$ cat src/rwslt_pkg.sv
// Package: shared constants, status codes and control structs of the slot lock table.
`timescale 1ns / 1ps
package rwslt_pkg;

   localparam int DEF_SLOT_COUNT        = 1024;
   localparam int DEF_MAX_KEYS          = 16;
   localparam int DEF_READER_COUNT_BITS = 16;

   localparam int HASH_W   = 64;
   localparam int CFG_W    = 4;
   localparam int STATUS_W = 2;
   localparam int MERGED_W = 5;

   localparam logic [CFG_W-1:0] SLOT_BITS_RESET = 4'd10;

   localparam logic [STATUS_W-1:0] ST_GRANTED  = 2'd0;
   localparam logic [STATUS_W-1:0] ST_CONFLICT = 2'd1;
   localparam logic [STATUS_W-1:0] ST_RELEASED = 2'd2;
   localparam logic [STATUS_W-1:0] ST_TOO_MANY = 2'd3;

   // controller -> datapath
   typedef struct packed {
      logic clr_wr;     // write zero at the sweep address, advance it
      logic key_load;   // merge the accepted key into the pending list
      logic walk_rst;   // walk index back to zero
      logic walk_inc;   // advance the walk index
      logic ent_load;   // latch the pending entry at the walk index
      logic rd_en;      // read the table at the latched slot
      logic exe;        // check or update with the read data
      logic commit;     // exe updates the table (else it only checks)
      logic resp_load;  // load the result register, end the transaction
   } cmd_type;

   // datapath -> controller
   typedef struct packed {
      logic clr_last;
      logic walk_last;
      logic overflow;
      logic release_op;
      logic conflict;
      logic rsp_busy;
   } stat_type;

endpackage

$ cat src/rwslt_ctrl.sv
// Controller: sequences the clearing sweep, key loading and the walk over pending slots.
`timescale 1ns / 1ps
module rwslt_ctrl (
   input  logic                clock,
   input  logic                reset,
   input  logic                req_tvalid,
   input  logic                req_tlast,
   output logic                req_tready,
   input  rwslt_pkg::stat_type stat,
   output rwslt_pkg::cmd_type  cmd
);

   typedef enum logic [7:0] {
      S_CLEAR = 8'b0000_0001,
      S_IDLE  = 8'b0000_0010,
      S_DISP  = 8'b0000_0100,
      S_ADR   = 8'b0000_1000,
      S_RD    = 8'b0001_0000,
      S_EXE   = 8'b0010_0000,
      S_DEC   = 8'b0100_0000,
      S_DONE  = 8'b1000_0000
   } state_type;

   state_type state_ff, state_in;
   logic      commit_ff, commit_in;

   always_ff @(posedge clock) begin
      if (reset) begin
         state_ff  <= S_CLEAR;
         commit_ff <= 1'b0;
      end else begin
         state_ff  <= state_in;
         commit_ff <= commit_in;
      end
   end

   always_comb begin
      state_in   = state_ff;
      commit_in  = commit_ff;
      cmd        = '0;
      cmd.commit = commit_ff;
      req_tready = 1'b0;
      case (state_ff)
         S_CLEAR: begin
            cmd.clr_wr = 1'b1;
            if (stat.clr_last) state_in = S_IDLE;
         end
         S_IDLE: begin
            req_tready = 1'b1;
            if (req_tvalid) begin
               cmd.key_load = 1'b1;
               if (req_tlast) state_in = S_DISP;
            end
         end
         S_DISP: begin
            cmd.walk_rst = 1'b1;
            commit_in    = stat.release_op;
            state_in     = stat.overflow ? S_DONE : S_ADR;
         end
         S_ADR: begin
            cmd.ent_load = 1'b1;
            state_in     = S_RD;
         end
         S_RD: begin
            cmd.rd_en = 1'b1;
            state_in  = S_EXE;
         end
         S_EXE: begin
            cmd.exe = 1'b1;
            if (stat.walk_last) begin
               state_in = commit_ff ? S_DONE : S_DEC;
            end else begin
               cmd.walk_inc = 1'b1;
               state_in     = S_ADR;
            end
         end
         S_DEC: begin
            // check pass over: take all slots only when none conflicted
            if (stat.conflict) begin
               state_in = S_DONE;
            end else begin
               commit_in    = 1'b1;
               cmd.walk_rst = 1'b1;
               state_in     = S_ADR;
            end
         end
         S_DONE: begin
            if (!stat.rsp_busy) begin
               cmd.resp_load = 1'b1;
               state_in      = S_IDLE;
            end
         end
         default: state_in = S_CLEAR;
      endcase
   end

endmodule

$ cat config.mk
export PLATFORM = sky130hd
export DESIGN_NAME = rwslt_ctrl
export DESIGN_NICKNAME = d
export VERILOG_FILES = /design/src/rwslt_pkg.sv /design/src/rwslt_ctrl.sv
export SDC_FILE = /design/constraint.sdc
export NUM_CORES = 1
export LEC_CHECK = 0
export ABC_AREA = 1
export ABC_CLOCK_PERIOD_IN_PS = 1420
export BUFFER_PORTS_ARGS = -buffer_cell sky130_fd_sc_hd__buf_4
export CORE_MARGIN = 5
export CORE_UTILIZATION = 45
export CTS_CLUSTER_SIZE = 28
export DETAILED_ROUTE_END_ITERATION = 7
export GPL_ROUTABILITY_DRIVEN = 0
export PLACE_DENSITY = 0.71
export SYNTH_ARGS = -nofsm -noshare
export SYNTH_HDL_FRONTEND = slang
export SYNTH_SLANG_ARGS = --single-unit
$ cat constraint.sdc
create_clock -name clock -period 1.42 [get_ports clock]
set_clock_uncertainty 0.2 [all_clocks]
set_input_delay 0.142 -clock clock [delete_from_list [all_inputs] [get_ports clock]]
set_output_delay 0.142 -clock clock [all_outputs]
set_load 0.03 [all_outputs]
# Word level (Yosys, flattened, before mapping)
# Index checks and enable logic that the tools add are counted.
# totals
out_inout_bits,10
latchBits,0
mem_bits_ro,0
ram_bits,0
ff_bits,9
n_memories,0
in_bits,10
word_cells,42
# classes
bitwise,0
n_eq_ne,13
mux,24
n_addsub,0
n_div,0
shifts,0
multipliers,0
order_cmp,0
reduce_logical,3
# ops
operator,count
8-bit two-way mux,8
8-bit one-hot mux with 8 select lines,1
1-bit two-way mux,13
2-bit != test (second input constant),5
8-bit by 1-bit equality test with 1-bit output (second input constant),1
8-bit by 2-bit equality test with 1-bit output (second input constant),1
8-bit by 3-bit equality test with 1-bit output (second input constant),1
8-bit by 4-bit equality test with 1-bit output (second input constant),1
8-bit by 5-bit equality test with 1-bit output (second input constant),1
8-bit by 6-bit equality test with 1-bit output (second input constant),1
8-bit by 7-bit equality test with 1-bit output (second input constant),1
8-bit equality test (second input constant),1
1-bit one-hot mux with 2 select lines,2
4-bit AND reduction,1
2-bit AND reduction,1
2-bit nonzero test,1

# Depth between registers and ports, before layout
# Gate-level depths: netlist (run 1).
# depth
word_depth,3
ltp_mapped,9
ltp_nobuf,9

# Worst setup path after synthesis (run 1)
# OpenSTA, ideal clock, no wires.
# synth_path
path_type,flip-flop to output port
startpoint,register state_ff[7]
endpoint,output port cmd[7] in the netlist's numbering
t_required_ns,1.078
path_buffers,0
t_arrival_ns,1.097
path_slack_ns,-0.019
stages_incl_launch_ff,6
cell_sequence,dfxtp_1 > inv_2 > nand2_4 > nor2_8 > nand2_1 > nor2_1
# synth_lines
item,line_no,source
from (decl),rwslt_ctrl.sv:24,"state_type state_ff, state_in;"
from (signal assigned),rwslt_ctrl.sv:32,state_ff <= state_in;
to (decl),rwslt_ctrl.sv:10,output rwslt_pkg::cmd_type cmd

==> impl_metrics.csv, run 1 <==
group,metric,value,unit
detailed_routing,vias,718,
detailed_routing,ant_nets,0,
detailed_routing,wl,1.77,mm
layout,final_common_cell,"nand2_1",
timing,layout_setup_ws,-213,ps
timing,rsz0062_at_grt,"yes",
floorplanning,fp.dieW,48.3,um
power_and_ir_drop,power.density,796,mW/mm^2
synth,syn_avg_cell_area,6.54,um^2
timing,clock.fmax,612,MHz
timing,fin_setup_tns,-1570,ps
layout,mostFrequentLayoutCells,"nand2_1, buf_4, nor2_1, inv_1, inv_2",
global_route,grt_pass1_vias,691,
floorplanning,io_pins,20,
timing,worstMarginPinSlew,225,ps
synth,synth_nets,111,
critical_path,r2r-start,"state_ff[2]",
critical_path,crit_type,"reg2out",
power_and_ir_drop,leakagePower,0.569,nW
synth,syn_inst,101,
critical_path,arrival,1290,ps
status,status,"finished, violations left",
critical_path,cp-startpoint,"state_ff[2]",
critical_path,r2r_cells,10,
critical_path,rrSetupSlack,-100,ps
placement,place_ws,87.8,ps
critical_path,critPathLaunchType,"flip-flop",
detailed_routing,first_iter_violations,8,
timing,slew_headroom,85.0,%
floorplanning,core_area,0.00135,mm^2
global_route,antenna_found_initial,0,
layout,diodes,0,
timing,min_period,1630,ps
power_and_ir_drop,p_total,0.808,mW
critical_path,required,1080,ps
layout,post-route-util,75.2,%
synth,synthesis.area,661,um^2
clock_network,clk_pin_slew,60,ps
critical_path,crit_path_max_fanout,3,
synth,synth_seq_cells,9,
layout,fin_area,0.00101,mm^2
timing,setup_viol,11,
timing,maxSlewViolCount,0,
placement,placed_area,820,um^2
floorplanning,core.rowCount,13,
critical_path,crit_path_end_kind,"output pin",
placement,port_buffers,19,
synth,synthDistinctLibCells,16,
detailed_routing,first_pass_iters,4,
run,maxCapViolCount,0,
power_and_ir_drop,vdd_drop_max,507,uV
detailed_routing,wire_per_inst,11.9,um
synth,ys_seq_area_share,27.3,%
status,violations,"negative setup slack",
clock_network,cts_max_level,1,
timing,hold_viol,0,
clock_network,clk_latency,270,ps
detailed_routing,via_per_inst,4.82,
global_route,grt_pass1_wl,2.75,mm
layout,multi_input_comb_area,440,um^2
layout,nNetsFinal,145,
placement,dp_hpwl,1.19,mm
min_path,worstHoldPathType,"in2reg",
layout,layout-drive-gt1-share,53.0,%
global_route,grt.total_usage,15.3,%
detailed_routing,drc,0,
floorplanning,dieHeight,48.3,um
critical_path,crit_end,"cmd[8]",
timing,min_period_over_period,115,%
clock_network,cts_made_buffers,3,
global_route,grt_max_degree,8,
synth,yosysTopAreaCell,"dfxtp_1",
layout,seqCellArea,186,um^2
critical_path,r2r-end,"state_ff[0]",
layout,n_fill_cell,116,
clock_network,clock_path_buffers,2,
global_route,overflow,0,
floorplanning,start_util,48.9,%
layout,syn_to_final_growth,53.6,%
clock_network,root_buffer,"clkbuf_4",
floorplanning,dieArea,0.00233,mm^2
synth,yosys-top-cells-area,"dfxtp_1, nand2_1, nor2_1",
clock_network,cts_sinks,9,
clock_network,cts_tree,"built",
synth,synth_top_area_share,27.3,%
synth,yosys_warnings,0,
-- cell families (layout without fill, tap and decap cells) --
| family | count (synthesis) | count (layout) | synth area share (%) |
|---|---|---|---|
| AND/OR/NAND/NOR | 69 | 69 | 59.1 |
| flip-flops | 9 | 9 | 27.3 |
| buffers and inverters | 23 | 56 | 13.6 |
-- how the worst min path moves through the flow --
| stage | from | end | slack, ps | depth (start not counted) |
|---|---|---|---|---|
| 3_5_place_dp | reset | state_ff[5] | 170 | 2 |
| 3_3_place_gp | reset | state_ff[7] | 170 | 2 |
| 5_1_grt | stat[1] | state_ff[7] | 40 | 5 |
| 4_1_cts | stat[3] | state_ff[3] | 20 | 6 |
| 6_report | stat[1] | state_ff[7] | 40 | 5 |
| 2_1_floorplan | reset | state_ff[5] | 10 | 1 |
-- state kept, by name (all words and copies together) (netlist names) --
register and count:
state_ff 8, commit_ff 1
-- power by group --
group / switching, mW / leakage, nW / internal (mW) / total (mW)
logic: 0.191 / 0.480 / 0.124 / 0.315
clock network: 0.102 / 0.0150 / 0.109 / 0.211
registers: 0.0106 / 0.0746 / 0.272 / 0.282
-- repair_timing --
item,4_1_cts,5_1_grt
pin swaps,4,4
gates resized for setup,18,7
setup buffers,5,2
endpoints found under the hold margin,7,0
endpoints found under the setup margin,9,11
hold buffers,4,0
-- cells in the mapped netlist --
master and count:
nand3b_1 1, inv_1 13, nand3_1 8, buf_4 1, nor3_1 2, dfxtp_1 9, nor2_1 16, nand3_2 2
nor2_2 3, inv_2 9, nand2_4 5, nor4_1 1, nand2_2 3, nand2_1 24, nand3b_2 2, nor2_8 2
-- worst max-delay path, stage by stage (launching register included) --
cell	delay (ps)
dfxtp_2	330
inv_2	70
nand2_4	70
nor2_1	180
nand2_1	120
inv_1	90
buf_4	160
-- cell type report --
cell class,instances,area share (%)
clock buffers,4,2.59
inverters,22,8.38
multi-input cells,69,43.4
flip-flops and latches,9,18.4
well taps,15,1.85
repair buffers,30,25.4
-- per-layer routing --
metal / vias up / wire length (um) / track usage (%)
li1: 363 / - / -
met1: 321 / 714 / 14.3
met2: 26 / 881 / 26.5
met3: 8 / 126 / 7.03
met4: 0 / 46 / 9.68
met5: - / 0 / 0
-- metrics by stage --
stage          cells  hold slack [ps]
6_report         149             38.9
2_1_floorplan    101             14.4
3_3_place_gp     134              169
4_1_cts          147             20.9
3_5_place_dp     134              173
5_1_grt          149             43.7
Note: power is estimated with default switching activity, not from simulation.
==> run 2: changes to the inputs <==
--- a/config.mk
+++ b/config.mk
@@ -10,10 +10,10 @@
 export BUFFER_PORTS_ARGS = -buffer_cell sky130_fd_sc_hd__buf_4
 export CORE_MARGIN = 5
 export CORE_UTILIZATION = 45
-export CTS_CLUSTER_SIZE = 28
 export DETAILED_ROUTE_END_ITERATION = 7
 export GPL_ROUTABILITY_DRIVEN = 0
-export PLACE_DENSITY = 0.71
+export PLACE_DENSITY = 0.69
+export SKIP_LAST_GASP = 1
 export SYNTH_ARGS = -nofsm -noshare
 export SYNTH_HDL_FRONTEND = slang
 export SYNTH_SLANG_ARGS = --single-unit
==> run 2 against run 1 <==
  * The run still ends with negative setup slack left
  * First-iteration DRC count shrank 25%
  * Combinational power grew 3%
  * Die area is the same
  * Hold slack lost 25 ps
  * Critical path type unchanged
  * Largest power group unchanged
==> impl_metrics.csv, run 2 (synthesis gave the netlist of run 1 again) <==
group,metric,value,unit
status,status,"finished, violations left",
status,violations,"negative setup slack",
critical_path,required,1080,ps
detailed_routing,via_per_inst,4.66,
global_route,overflow,0,
min_path,worstHoldPathType,"in2reg",
layout,post-route-util,75.5,%
critical_path,crit_path_max_fanout,7,
timing,layout_setup_ws,-213,ps
critical_path,critPathLaunchType,"flip-flop",
timing,hold_viol,0,
clock_network,clk_pin_slew,70,ps
timing,worst_hold_slack,14.4,ps
detailed_routing,wire_per_inst,11.7,um
timing,maxSlewViolCount,0,
clock_network,cts_tree,"built",
floorplanning,start_util,48.9,%
placement,port_buffers,19,
floorplanning,dieHeight,48.3,um
detailed_routing,drc,0,
timing,rsz0062_at_grt,"yes",
floorplanning,dieArea,0.00233,mm^2
global_route,antenna_found_initial,0,
clock_network,root_buffer,"clkbuf_4",
layout,final_common_cell,"nand2_1",
layout,reg_top3,"state_ff: 8 flops, commit_ff: 1 flops",
clock_network,clk_latency,270,ps
critical_path,arrival,1290,ps
layout,layout-drive-gt1-share,54.5,%
floorplanning,fp.dieW,48.3,um
clock_network,clock_path_buffers,2,
placement,place_ws,61.0,ps
layout,largest_reg_flops,8,
detailed_routing,vias,695,
critical_path,crit_path_end_kind,"output pin",
critical_path,crit_type,"reg2out",
global_route,grt_pass1_vias,713,
clock_network,cts_sinks,9,
floorplanning,core_area,0.00135,mm^2
detailed_routing,first_pass_iters,4,
timing,setup_viol,10,
timing,min_period,1630,ps
layout,top_register,"state_ff",
placement,placed_cells_incl_taps,134,
global_route,grt_max_degree,9,
layout,layout.cells.non_filler,149,
global_route,grt_pass1_wl,3.06,mm
power_and_ir_drop,vdd_drop_max,625,uV
timing,min_period_over_period,115,%
clock_network,cts_max_level,1,
run,maxCapViolCount,0,
placement,dp_hpwl,1.21,mm
detailed_routing,first_iter_violations,6,
power_and_ir_drop,p_total,0.821,mW
floorplanning,core.rowCount,13,
detailed_routing,ant_nets,0,
clock_network,cts_made_buffers,3,
timing,clock.fmax,612,MHz
power_and_ir_drop,leakagePower,0.576,nW
power_and_ir_drop,power.density,805,mW/mm^2
layout,diodes,0,
global_route,grt.total_usage,16.5,%
floorplanning,io_pins,20,
layout,nNetsFinal,145,
detailed_routing,wl,1.75,mm
layout,syn_to_final_growth,54.4,%
layout,mostFrequentLayoutCells,"nand2_1, buf_4, nor2_1",
timing,worstMarginPinSlew,214,ps
timing,slew_headroom,85.7,%
## run 2: cell counts in the layout (fill, tap and decap cells not counted)
Identical to the previous run, type by type.
## run 2: what timing repair did
item                                    in CTS  in global routing
endpoints found under the setup margin       9                 15
pin swaps                                    4                  2
setup buffers                                8                  1
hold buffers                                 4                  0
resized for setup                           21                  9
endpoints found under the hold margin        7                  0
## run 2: metal layers
| layer | global-route usage (%) | vias up | part of all wire, % |
|---|---|---|---|
| met4 | 12.0 | 0 | 4.2 |
| met5 | 0 | - | 0 |
| met2 | 27.4 | 27 | 46 |
| li1 | - | 366 | - |
| met1 | 18.5 | 291 | 44 |
| met3 | 3.06 | 11 | 5.4 |
## run 2: worst paths after layout
path | startpoint | to | slack [ps] | cells past startpoint
worst max-delay path | state_ff[5] | cmd[7] | -210 | 6
worst min-delay path | stat[3] | state_ff[3] | 10 | 6
worst max register to register | state_ff[0] | state_ff[0] | -30 | 10
worst min register to register | commit_ff | state_ff[6] | 300 | 1
## run 2: worst max-delay path: stages, from the launching register on
cell     delay [ps]
dfxtp_2         320
inv_2            70
nand2_4          80
nor2_8          190
nand2_2         110
nor2_2           90
buf_4           160
## run 2: report_power, final
group | switching [mW] | total, mW | internal (mW)
Combinational | 0.184 | 0.325 | 0.141
Sequential | 0.0108 | 0.282 | 0.271
Clock | 0.104 | 0.213 | 0.109
## run 2: stage by stage
step	area (um^2)	setup TNS, ps
2_1_floorplan	666	0
3_3_place_gp	820	0
3_5_place_dp	820	0
4_1_cts	1000	-1550
5_1_grt	1020	-2410
6_report	1020	-1520
## run 2: cell type report
class	count	area, um^2
inverter	22	85.1
timing repair buffer	30	273
fill	125	330
clock buffer	4	26.3
sequential	9	186
multi-input combinational	69	430
tap	15	18.8
==> run 3: changes to the inputs <==
--- a/config.mk
+++ b/config.mk
@@ -6,12 +6,13 @@
 export NUM_CORES = 1
 export LEC_CHECK = 0
 export ABC_AREA = 1
-export ABC_CLOCK_PERIOD_IN_PS = 1420
+export ABC_CLOCK_PERIOD_IN_PS = 1800
 export BUFFER_PORTS_ARGS = -buffer_cell sky130_fd_sc_hd__buf_4
 export CORE_MARGIN = 5
 export CORE_UTILIZATION = 45
 export DETAILED_ROUTE_END_ITERATION = 7
 export GPL_ROUTABILITY_DRIVEN = 0
+export MAX_ROUTING_LAYER = met4
 export PLACE_DENSITY = 0.69
 export SKIP_LAST_GASP = 1
 export SYNTH_ARGS = -nofsm -noshare
==> constraint.sdc (replaced) <==
create_clock -name clock -period 1.8 [get_ports clock]
set_clock_uncertainty 0.2 [all_clocks]
set_input_delay 0.36 -clock clock [delete_from_list [all_inputs] [get_ports clock]]
set_output_delay 0.36 -clock clock [all_outputs]
set_load 0.03 [all_outputs]
==> run 3 against run 2 <==
  * The run still ends with negative setup slack left
  * Clock power down 26%
  * Power fell by 25%
  * Wire length decreased by 4.5%
  * Worst setup slack better by 180 ps
  * Highest routed layer unchanged
==> impl_metrics.csv, run 3 (synthesis gave the netlist of run 1 again) <==
group,metric,value,unit
status,status,"finished, violations left",
status,violations,"negative setup slack",
placement,dp_hpwl,1.27,mm
global_route,grt_pass1_wl,2.67,mm
timing,maxSlewViolCount,0,
detailed_routing,first_iter_violations,8,
power_and_ir_drop,power.density,648,mW/mm^2
global_route,grt.total_usage,14.3,%
power_and_ir_drop,leakagePower,0.551,nW
detailed_routing,first_pass_iters,4,
global_route,antenna_found_initial,0,
clock_network,clock_path_buffers,2,
layout,layout-drive-gt1-share,51.1,%
floorplanning,io_pins,20,
detailed_routing,wl,1.67,mm
detailed_routing,drc,0,
placement,placed_area,815,um^2
timing,hold_viol,0,
critical_path,worstPathCellList,"inv_2 > nand2_4 > nor2_8 > nand2_4 > inv_2 > nand2_2 > inv_2 > buf_6",
critical_path,crit_path_max_fanout,5,
timing,layout_setup_ws,-33.0,ps
floorplanning,core_area,0.00135,mm^2
layout,final_common_cell,"buf_4",
floorplanning,start_util,48.9,%
critical_path,arrival,1270,ps
placement,place_ws,244,ps
critical_path,r2r-start,"state_ff[3]",
power_and_ir_drop,p_total,0.613,mW
critical_path,cp_slowest_stage_delay,330,ps
global_route,overflow,0,
power_and_ir_drop,vdd_drop_max,428,uV
detailed_routing,ant_nets,0,
min_path,worstHoldPathType,"in2reg",
run,maxCapViolCount,0,
timing,min_period,1830,ps
clock_network,hold_buffers,0,
clock_network,clk_pin_slew,70,ps
critical_path,required,1240,ps
power_and_ir_drop,seqPwrFrac,36.0,%
critical_path,slowest_stage,"dfxtp_1",
critical_path,crit_type,"reg2out",
placement,port_buffers,19,
critical_path,path_common_cell,"inv_2",
power_and_ir_drop,p_sw,0.224,mW
clock_network,root_buffer,"clkbuf_4",
clock_network,cts_made_buffers,3,
critical_path,critPathLaunchType,"flip-flop",
power_and_ir_drop,clockPowerShare,25.7,%
detailed_routing,via_per_inst,4.66,
timing,clock.fmax,546,MHz
layout,mostFrequentLayoutCells,"buf_4, nand2_1, nor2_1",
critical_path,crit_path_end_kind,"output pin",
power_and_ir_drop,p_int,0.389,mW
clock_network,cts_tree,"built",
floorplanning,dieArea,0.00233,mm^2
timing,setup_viol,3,
clock_network,cts_max_level,1,
clock_network,cts_sinks,9,
timing,worstMarginPinSlew,212,ps
layout,fin_area,946,um^2
floorplanning,dieHeight,48.3,um
layout,top_register,"state_ff",
layout,nNetsFinal,142,
global_route,grt_pass1_vias,659,
timing,min_period_over_period,102,%
clock_network,clk_latency,250,ps
timing,slew_headroom,85.8,%
layout,largest_reg_flops,8,
layout,syn_to_final_growth,43.2,%
timing,worst_hold_slack,119,ps
detailed_routing,wire_per_inst,11.4,um
global_route,grt_max_degree,8,
min_path,hp-start,"reset",
layout,diodes,0,
detailed_routing,vias,680,
floorplanning,fp.dieW,48.3,um
critical_path,cp-startpoint,"state_ff[3]",
power_and_ir_drop,combPwrFrac,38.3,%
floorplanning,core.rowCount,13,
power_and_ir_drop,switching_share,36.6,%
timing,rsz0062_at_grt,"yes",
layout,reg_top3,"state_ff: 8 flops, commit_ff: 1 flops",
-- run 3: changes by cell type in the layout (fill, tap and decap cells not counted), moves of 2 or more --
cell	previous run	this run
buf_4	16	24
buf_6	10	3
dfxtp_1	4	6
dfxtp_2	5	3
dlygate4sd3_1	4	0
nand2_1	17	21
nand2_2	8	5
-- run 3: path summary, 6_finish.rpt --
check | endpoint | slack (ps) | cells after the start
setup / recovery | cmd[5] | -30 | 8
setup reg to reg | state_ff[1] | 290 | 9
hold / removal | state_ff[5] | 120 | 2
hold reg to reg | state_ff[6] | 310 | 1
-- run 3: worst max-delay path, delay by kind of cell, from the launching register on --
kind	cells	cell delay (ps)
buffers and inverters	4	320
AND/OR/NAND/NOR	4	370
flip-flops	1	330
-- run 3: timing repair --
action,in CTS,in global routing
endpoints found under the setup margin,5,8
setup buffers,1,7
resized for setup,4,13
pin swaps,2,6
-- run 3: final cells by class --
cell class                 instances  area [um^2]
fill                             127          404
tap                               15         18.8
multi-input combinational         69          420
timing repair buffer              27          214
inverter                          22         82.6
sequential                         9          184
clock buffer                       4         26.3
-- run 3: through the flow --
stage / TNS (ps) / util (%) / instances
3_5_place_dp: 0 / 60.3 / 134
6_report: -41.4 / 70.1 / 146
3_3_place_gp: 0 / 60.3 / 134
2_1_floorplan: 0 / - / 101
4_1_cts: -15.9 / 63.9 / 139
5_1_grt: -478 / 70.1 / 146
-- run 3: power by group through the flow --
stage,combinational [mW],clock (mW),sequential (mW)
finish,0.235,0.157,0.221
global route,0.257,0.172,0.221
CTS,0.220,0.159,0.220
detailed placement,0.207,0,0.225
global placement,0.203,0,0.225
floorplan,0.149,0,0.223
-- run 3: metal layers --
layer	share of wire, %	GRT usage, %	vias to the layer above
met2	48	22.8	20
met3	4.7	3.67	4
li1	-	-	363
met4	2.0	5.53	0
met5	0	-	-
met1	45	17.0	293
